==> config.mk <==
export PLATFORM = sky130hd
export DESIGN_NAME = trial_division_prime_test_core
export DESIGN_NICKNAME = d
export VERILOG_FILES = /design/src/sv/tdpt_pkg.sv /design/src/sv/tdpt_dp.sv /design/src/sv/tdpt_ctrl.sv /design/src/sv/trial_division_prime_test_core.sv
export SDC_FILE = /design/constraint.sdc
export NUM_CORES = 1
export LEC_CHECK = 0
export BUFFER_PORTS_ARGS = -buffer_cell sky130_fd_sc_hd__buf_2
export CAP_MARGIN = 10
export CORE_MARGIN = 2
export CORE_UTILIZATION = 56
export CTS_CLUSTER_DIAMETER = 200
export DETAILED_ROUTE_END_ITERATION = 8
export GPL_TIMING_DRIVEN = 0
export PLACE_DENSITY = 0.8
export SYNTH_ARGS = -nofsm -noshare
export SYNTH_HDL_FRONTEND = slang
export SYNTH_SLANG_ARGS = --single-unit
export TNS_END_PERCENT = 5
==> constraint.sdc <==
create_clock -name aclk -period 3.6 [get_ports aclk]
set_input_delay 0.54 -clock aclk [delete_from_list [all_inputs] [get_ports aclk]]
set_output_delay 0.54 -clock aclk [all_outputs]
set_load 0.005 [all_outputs]
==> src/sv/tdpt_pkg.sv <==
// ----------------------------------------------------------------------------
// tdpt_pkg
// Shared widths, constants and controller/datapath interface types for the
// trial-division prime test core.
// ----------------------------------------------------------------------------
package tdpt_pkg;

    localparam int VALUE_WIDTH = 32;
    // divisor never exceeds floor(sqrt(2^(VALUE_WIDTH-1))) + 1
    localparam int DIV_WIDTH   = (VALUE_WIDTH + 2) / 2;
    localparam int SQ_WIDTH    = 2 * DIV_WIDTH;
    localparam int CNT_WIDTH   = $clog2(VALUE_WIDTH);

    localparam logic [CNT_WIDTH-1:0]   CNT_START     = CNT_WIDTH'(VALUE_WIDTH - 1);
    localparam logic [DIV_WIDTH-1:0]   FIRST_DIVISOR = DIV_WIDTH'(2);
    localparam logic [SQ_WIDTH-1:0]    FIRST_SQUARE  = SQ_WIDTH'(4);
    localparam logic [VALUE_WIDTH-1:0] SMALLEST_PRIME = VALUE_WIDTH'(2);

    typedef struct packed {
        logic load;       // capture a new request
        logic start_div;  // clear remainder, arm bit counter
        logic div_step;   // one restoring division step
        logic next_div;   // advance divisor and its square
    } tdpt_cmd_t;

    typedef struct packed {
        logic trivial;    // negative, zero or one
        logic bound_over; // divisor squared exceeds value
        logic div_last;   // current step is the last division step
        logic rem_zero;   // remainder is zero
    } tdpt_status_t;

endpackage

==> src/sv/tdpt_dp.sv <==
// ----------------------------------------------------------------------------
// tdpt_dp
// Datapath: value, divisor, running square and a bit-serial restoring
// remainder unit producing one quotient bit per cycle.
// ----------------------------------------------------------------------------
module tdpt_dp
    import tdpt_pkg::*;
(
    input  logic                   aclk,
    input  tdpt_cmd_t              cmd,
    input  logic [VALUE_WIDTH-1:0] s_test_value,
    output tdpt_status_t           status
);

    logic [VALUE_WIDTH-1:0] value_reg;
    logic [DIV_WIDTH-1:0]   divisor_reg;
    logic [SQ_WIDTH-1:0]    square_reg;
    logic [DIV_WIDTH-1:0]   rem_reg;
    logic [DIV_WIDTH-1:0]   rem_next;
    logic [CNT_WIDTH-1:0]   cnt_reg;
    logic [DIV_WIDTH:0]     trial;

    always_comb begin
        trial = {rem_reg, value_reg[cnt_reg]};
        if (trial >= {1'b0, divisor_reg}) begin
            rem_next = DIV_WIDTH'(trial - {1'b0, divisor_reg});
        end else begin
            rem_next = trial[DIV_WIDTH-1:0];
        end
    end

    always_ff @(posedge aclk) begin
        if (cmd.load) begin
            value_reg   <= s_test_value;
            divisor_reg <= FIRST_DIVISOR;
            square_reg  <= FIRST_SQUARE;
        end else if (cmd.next_div) begin
            divisor_reg <= divisor_reg + DIV_WIDTH'(1);
            square_reg  <= square_reg + SQ_WIDTH'({divisor_reg, 1'b1});
        end
        if (cmd.start_div) begin
            rem_reg <= '0;
            cnt_reg <= CNT_START;
        end else if (cmd.div_step) begin
            rem_reg <= rem_next;
            cnt_reg <= cnt_reg - CNT_WIDTH'(1);
        end
    end

    assign status.trivial    = value_reg[VALUE_WIDTH-1] || (value_reg < SMALLEST_PRIME);
    assign status.bound_over = square_reg > {{(SQ_WIDTH-VALUE_WIDTH){1'b0}}, value_reg};
    assign status.div_last   = (cnt_reg == '0);
    assign status.rem_zero   = (rem_reg == '0);

endmodule

==> src/sv/tdpt_ctrl.sv <==
// ----------------------------------------------------------------------------
// tdpt_ctrl
// Controller: sequences bound check, remainder and test per divisor, and
// holds the result register of the output channel.
// ----------------------------------------------------------------------------
module tdpt_ctrl
    import tdpt_pkg::*;
(
    input  logic         aclk,
    input  logic         aresetn,
    input  logic         s_valid,
    output logic         s_ready,
    output logic         m_valid,
    input  logic         m_ready,
    output logic         m_is_prime,
    output tdpt_cmd_t    cmd,
    input  tdpt_status_t status
);

    typedef enum logic [2:0] {
        S_IDLE,
        S_BOUND,
        S_DIV,
        S_TEST,
        S_DONE
    } state_t;

    state_t state_reg;
    logic   prime_reg;
    logic   m_valid_reg;
    logic   m_is_prime_reg;
    logic   accept;
    logic   out_free;

    assign s_ready    = (state_reg == S_IDLE);
    assign accept     = s_valid && s_ready;
    assign m_valid    = m_valid_reg;
    assign m_is_prime = m_is_prime_reg;
    assign out_free   = !m_valid_reg || m_ready;

    always_comb begin
        cmd           = '0;
        cmd.load      = accept;
        cmd.start_div = (state_reg == S_BOUND) && !status.trivial && !status.bound_over;
        cmd.div_step  = (state_reg == S_DIV);
        cmd.next_div  = (state_reg == S_TEST) && !status.rem_zero;
    end

    always_ff @(posedge aclk) begin
        if (!aresetn) begin
            state_reg   <= S_IDLE;
            m_valid_reg <= 1'b0;
            prime_reg   <= 1'b0;
        end else begin
            // in S_DONE the result register is reloaded below instead
            if (m_valid_reg && m_ready && (state_reg != S_DONE)) begin
                m_valid_reg <= 1'b0;
            end
            unique case (state_reg)
                S_IDLE: begin
                    if (accept) begin
                        state_reg <= S_BOUND;
                    end
                end
                S_BOUND: begin
                    if (status.trivial) begin
                        prime_reg <= 1'b0;
                        state_reg <= S_DONE;
                    end else if (status.bound_over) begin
                        prime_reg <= 1'b1;
                        state_reg <= S_DONE;
                    end else begin
                        state_reg <= S_DIV;
                    end
                end
                S_DIV: begin
                    if (status.div_last) begin
                        state_reg <= S_TEST;
                    end
                end
                S_TEST: begin
                    if (status.rem_zero) begin
                        prime_reg <= 1'b0;
                        state_reg <= S_DONE;
                    end else begin
                        state_reg <= S_BOUND;
                    end
                end
                S_DONE: begin
                    if (out_free) begin
                        m_valid_reg    <= 1'b1;
                        m_is_prime_reg <= prime_reg;
                        state_reg      <= S_IDLE;
                    end
                end
                default: begin
                    state_reg <= S_IDLE;
                end
            endcase
        end
    end

    a_accept_to_bound: assert property (@(posedge aclk) disable iff (!aresetn)
        accept |=> state_reg == S_BOUND)
        else $error("request accepted without entering bound check");

    a_div_to_test: assert property (@(posedge aclk) disable iff (!aresetn)
        (state_reg == S_DIV && status.div_last) |=> state_reg == S_TEST)
        else $error("division did not finish into test");

    a_factor_not_prime: assert property (@(posedge aclk) disable iff (!aresetn)
        (state_reg == S_TEST && status.rem_zero) |=> (state_reg == S_DONE && !prime_reg))
        else $error("factor found but result not cleared");

    a_trivial_not_prime: assert property (@(posedge aclk) disable iff (!aresetn)
        (state_reg == S_BOUND && status.trivial) |=> !prime_reg)
        else $error("value below two reported as prime");

endmodule

==> src/sv/trial_division_prime_test_core.sv <==
// ----------------------------------------------------------------------------
// trial_division_prime_test_core
// Tests one signed integer per request for primality by trial division.
//
// Input channel s_valid/s_ready carries s_test_value (two's complement).
// Output channel m_valid/m_ready carries m_is_prime, one result per request.
// One request is worked on at a time; s_ready is high only when idle.
// Negative values, zero and one finish at the bound check with no division.
// Otherwise each trial divisor d (2, 3, ... while d*d <= value) takes one bound
// check, a bit-serial restoring remainder over all 32 value bits and one zero test.
// Run time grows with k, the divisors tried (smallest factor - 1, or
// floor(sqrt(value)) - 1 for a prime), and is longest for the largest
// primes; the shared remainder unit sets it. The result sits in an output
// register, so a new request is taken while the previous result waits; if
// the receiver still stalls when the next result is ready, the core holds
// it and waits.
// Synchronous active-low reset returns the core to idle with no result
// pending; nothing is kept between requests.
// ----------------------------------------------------------------------------
module trial_division_prime_test_core
    import tdpt_pkg::*;
(
    input  logic                   aclk,
    input  logic                   aresetn,
    input  logic                   s_valid,
    output logic                   s_ready,
    input  logic [VALUE_WIDTH-1:0] s_test_value,
    output logic                   m_valid,
    input  logic                   m_ready,
    output logic                   m_is_prime
);

    tdpt_cmd_t    cmd;
    tdpt_status_t status;

    tdpt_ctrl u_ctrl (
        .aclk       (aclk),
        .aresetn    (aresetn),
        .s_valid    (s_valid),
        .s_ready    (s_ready),
        .m_valid    (m_valid),
        .m_ready    (m_ready),
        .m_is_prime (m_is_prime),
        .cmd        (cmd),
        .status     (status)
    );

    tdpt_dp u_dp (
        .aclk         (aclk),
        .cmd          (cmd),
        .s_test_value (s_test_value),
        .status       (status)
    );

endmodule
# After elaboration in Yosys (flattened, before gate mapping)
# Index checks and enable logic that the tools add are counted.
[word_totals]
regBits = 111
inputBits = 36
output_inout_bits = 3
wordCells = 63
[op_classes]
add_sub_neg = 4
order_cmp = 4
eq_ne = 10
muxes = 17
reduce_logical = 19
[op_table]
columns = ["operator", "count"]
rows = [
  ["adder 34 x 18 -> 34 bit", 1],
  ["> comparator 34 x 32 -> 1 bit", 1],
  ["less-than comparator 32 x 2 -> 1 bit, second input constant", 1],
  ["greater-or-equal comparator 18 x 17 -> 1 bit", 1],
  ["two-way mux 3 bit", 6],
  ["adder 17 x 1 -> 17 bit, second input constant", 1],
  ["logical NOT 17 bit", 1],
  ["two-way mux 17 bit", 1],
  ["subtractor 17 bit", 1],
  ["one-hot mux 3 bit (5 select lines)", 1],
  ["AND reduction 3 bit", 3],
  ["two-way mux 1 bit", 7],
  ["equality test 3 x 2 -> 1 bit, second input constant", 2],
  ["logical AND 1 bit", 6],
  ["less-than comparator 5 x 6 -> 1 bit, second input constant", 1],
  ["!= test 2 x 1 -> 1 bit, second input constant", 3],
  ["binary-select mux 1 bit (select 5 bit)", 1],
  ["logical NOT 5 bit", 1],
  ["subtractor 5 x 1 -> 5 bit, second input constant", 1],
  ["logical NOT 1 bit", 4],
  ["equality test 3 x 1 -> 1 bit, second input constant", 1],
  ["equality test 3 bit, second input constant", 1],
  ["logical NOT 3 bit", 1],
  ["!= test 3 x 1 -> 1 bit, second input constant", 1],
  ["other kinds (5)", 6],
]

# Depth between registers and ports, before layout
[logic_depth]
word_depth = 5
mapped_depth = 16
ltp_nobuf = 13

# Cells and area by module
# A second synthesis with hierarchy kept.
[unflattened]
cells_unflattened = 827
area_unflattened_um2 = 7465.9
[modules_own_cells]
columns = ["module", "instances", "cells_each", "area_each_um2", "seq_area_each_um2"]
rows = [
  ["tdpt_dp", 1, 795, 7150.6, 2422.3],
  ["tdpt_ctrl", 1, 32, 315.3, 130.1],
]

# Worst setup path after synthesis
# Ideal clock, no wire load.
[synth_timing]
kind = "register to register"
from = "register u_dp.cnt_reg[0]"
to = "register u_dp.rem_reg[0]"
setup_time_ps = 76
arrival_time_ps = 3562
required_time_ps = 3524
slack_ps = -38
stages_incl_launch_ff = 16
n_path_buf = 2
synth_period_minus_slack_ps = 3638
cell_sequence = "dfxtp_1 > buf_2 > mux4_2 > mux4_2 > mux2i_1 > ha_1 > inv_1 > fa_1 > nand3_1 > a21o_1 > nand4_1 > a21oi_2 > or2_1 > clkbuf_2 > mux2_1 > o22ai_1"
[synth_between]
elab_chain_len = 4
word_cells_on_any_way = 5
cone_classes = "add/sub: 1; order compare: 1; mux: 3"
[synth_rtl]
columns = ["element", "line", "text"]
rows = [
  ["start, declared", "tdpt_dp.sv:20", "logic [CNT_WIDTH-1:0] cnt_reg;"],
  ["start signal, assigned", "tdpt_dp.sv:46", "cnt_reg <= cnt_reg - CNT_WIDTH'(1);"],
  ["binary-select mux 1 bit (select 5 bit) (*)", "tdpt_dp.sv:24", "trial = {rem_reg, value_reg[cnt_reg]};"],
  ["two-way mux 1 bit (implied by the code) (*)", "tdpt_dp.sv:24", ""],
  ["subtractor 17 bit or greater-or-equal comparator 18 x 17 -> 1 bit (tied branches)", "tdpt_dp.sv:26, tdpt_dp.sv:25", ""],
  ["two-way mux 17 bit (*)", "tdpt_dp.sv:25", "if (trial >= {1'b0, divisor_reg}) begin"],
  ["end signal, assigned", "tdpt_dp.sv:45", "rem_reg <= rem_next;"],
  ["end, declared", "tdpt_dp.sv:18", "logic [DIV_WIDTH-1:0] rem_reg;"],
]
# Every way passes the cells marked *; elsewhere a longest branch is shown, timed or not. The select of a mux whose other input is x is not followed.
# A chain may end at the register's enable or synchronous reset.

# Final worst setup path
# Ends and elaborated chain as after synthesis.

==> results.toml <==
[power_and_ir_drop]
peakVddDrop_mv = 0.6228
pwr-share-clk = 0.200
p_comb_frac = 0.485
p_sw_frac = 0.3895
intPower_mw = 3.105
seq_power_share = 0.315
totalPowerFinal_mw = 5.086
p_per_area_nw_per_um2 = 616.3
switchingPower_mw = 1.981
p_leak_nw = 3.416

[clocking]
ctsHtreeMaxLevel = 3
cts_tree = "yes"
root_buffer = "clkbuf_16"
clkTransAtPathRegs_ns = 0.08
hold_buffers = 0
cts.sinks = 111
clockBufferDepth = 2
cts_buffers = 9
clk_latency_ns = 0.37

[final_layout]
final_nets = 990
seq_area_um2 = 2554
drive_gt1_frac = 0.1384
area_delta_synth_final_pct = 12.25
largest_reg_flops = 34
fillers = 1072
num_antenna_cells = 0
multi_input_area_um2 = 4509

[synthesis]
seq_area_frac_synth = 0.3472
synth-edff-count = 33
yosys.area.top_type = "dfxtp_1"
yosys_warnings = 0
avgSynthCellArea_um2 = 8.922
synth.distinct_cells = 74
synth_nets = 930
syn_inst = 824
syn_area_um2 = 7352
ys_ff_latch = 111
yosysTopAreaCellShare = 0.2124
yosys-top-cells-area = "dfxtp_1 (21%), edfxtp_1 (13%), ha_1 (12%)"
ys.flop_type = "dfxtp_1"
async_reset_ff_frac = 0

[timing]
fmax_mhz = 270.3
finalWorstSetupSlack_ns = -0.09910
holdWs_ns = 0.3439
slew_headroom = 0.3104
finalHoldViolCount = 0
min_period_ns = 3.699
slew_viol_final = 0
setup_violations = 14
rsz0062_at_grt = "yes"
fin_tns_setup_ns = -0.9673
worst_pin_slew_ns = 1.032
fin_crit_sh = 1.028
skew_ns = 0.008898

[die]
row_count = 41
die_w_um = 118.6
start_util = 0.5779
die_h_um = 118.6
ios = 39
core_area_um2 = 12720
die_area_um2 = 14060

[placed_design]
dp_worst_setup_slack_ns = -0.6993
gp_congestion = 0.9478
dp_hpwl_mm = 14.53
placement.io_buffers = 38

[critical_path]
crit_fanout = 8
crit_path_start_kind = "flop"
worst-endpoint-required_ns = 3.89
cp-end-kind = "flop"
worstPathArrival_ns = 3.99
worstSetupPathType = "flop to flop"

[outcome]
failed_checks = "setup timing"
status = "complete, but fails checks"

[detailed_routing]
vias = 6642
first_pass_iters = 6
wl_per_cell_um = 18.21
drt_wl_total_mm = 19.32
drc = 0
postRouteAntennaNets = 0
viasPerCell = 6.260
drtIter0Drc = 593

[hold_path]
hold_path_class = "primary input to flop"

[global_route]
grt_overflow = 0
met3_usage = 0.05454
grt_max_degree = 35
met1_usage = 0.3612
grt_pass1_vias = 6351
grt_first_pass_wirelength_mm = 31.33
track_usage = 0.2776
use_met2 = 0.4558
top_usage_layer = "met2"
antenna_found_initial = 0

[flow_run]
max-cap-violations = 0
## path summary, 6_finish.rpt
path	startpoint	end	slack [ns]	cells after the start
setup / recovery	u_dp.cnt_reg[0]	u_dp.rem_reg[0]	-0.1	15
hold / removal	s_test_value[23]	u_dp.value_reg[23]	0.34	1
setup reg to reg	u_dp.cnt_reg[0]	u_dp.rem_reg[0]	-0.1	15
hold reg to reg	u_ctrl.prime_reg	u_ctrl.m_is_prime	0.45	0
## synth_stat cells (4+ instances only)
| cell | number |
|---|---|
| xor2_1 | 5 |
| o211ai_1 | 10 |
| o21ai_0 | 25 |
| nor2_1 | 48 |
| clkbuf_1 | 15 |
| a21oi_1 | 68 |
| edfxtp_1 | 33 |
| o21a_1 | 9 |
| nand3_1 | 26 |
| o22ai_1 | 5 |
| nor4_1 | 14 |
| and3_1 | 5 |
| nor2b_1 | 7 |
| xnor2_1 | 29 |
| o32ai_1 | 7 |
| or2_2 | 7 |
| o31ai_1 | 13 |
| a2111o_1 | 4 |
| nor3_1 | 18 |
| nand2b_1 | 16 |
| o21bai_1 | 5 |
| or3_1 | 9 |
| ha_1 | 68 |
| a211oi_1 | 7 |
| a21o_1 | 20 |
| inv_1 | 63 |
| mux4_2 | 10 |
| dfxtp_1 | 78 |
| mux2i_1 | 9 |
| or4_1 | 11 |
| nand4_1 | 21 |
| buf_2 | 4 |
| nand2_1 | 84 |
## cell families after synthesis
logic type,after synthesis,synth area share
AOI/OAI and AO/OA,213,0.1978
and+or+nand+nor,288,0.2006
muxes,20,0.04442
buffers and inverters,88,0.04833
adders and majority gates,70,0.1212
xor gates and xnor gates,34,0.04050
DFF,111,0.3472
## cells in the final DEF (no fill, tap or decap), types with 16 or more instances in the layout
| cell type | n |
|---|---|
| edfxtp_1 | 33 |
| o21ai_0 | 25 |
| nor3_1 | 18 |
| nand2b_1 | 16 |
| ha_1 | 67 |
| xnor2_1 | 29 |
| dfxtp_1 | 77 |
| buf_2 | 40 |
| nand3_1 | 25 |
| nand2_1 | 84 |
| nor2_1 | 47 |
| inv_1 | 62 |
| a21oi_1 | 68 |
| a21o_1 | 20 |
| nand4_1 | 21 |
## per-stage QoR
stage,cell area [um^2],util,cells
6_report,8253,0.6487,1061
3_3_place_gp,7760,0.6100,1034
4_1_cts,8237,0.6474,1061
5_1_grt,8253,0.6487,1061
2_1_floorplan,7355,-,824
3_5_place_dp,7781,0.6116,1035
## cell type report
class / count / area share
Clock buffer: 10 / 0.02896
Multi-Input combinational cell: 625 / 0.5464
Clock inverter: 6 / 0.007277
Inverter: 64 / 0.02911
Tap cell: 172 / 0.02608
Timing Repair Buffer: 49 / 0.03457
Sequential cell: 111 / 0.3094
Buffer: 24 / 0.01819
## layer usage
metal  vias to the layer above  part of all wire
met2                       295              0.46
met4                         0             0.029
met1                      3120              0.43
li1                       3177                 -
met5                         -                 0
met3                        50             0.073
## critical path, cell delays in order (launching register included)
cell and delay (ns):
dfxtp_2 0.36, buf_8 0.15, mux4_2 0.54, mux4_2 0.52, mux2i_4 0.23, ha_4 0.18
inv_2 0.04, fa_2 0.36, nand3_2 0.08, a21o_1 0.18, nand4_1 0.15, a21oi_4 0.15
or2_1 0.12, clkbuf_8 0.15, mux2_4 0.31, o22ai_2 0.11
## what timing repair did
item / in CTS / in global routing
pin swaps: 9 / 3
setup buffers: 10 / 0
gates resized for setup: 21 / 3
setup endpoints to repair: 17 / 17
## power by group through the flow
stage	Sequential, mW	Clock (mW)	Combinational [mW]
after CTS	1.59	1.03	2.39
after floorplan	1.56	0	1.66
final	1.60	1.02	2.47
after global routing	1.61	1.08	2.67
after detailed placement	1.62	0	2.09
after global placement	1.62	0	2.05
Note: power is estimated with default switching activity, not from simulation.
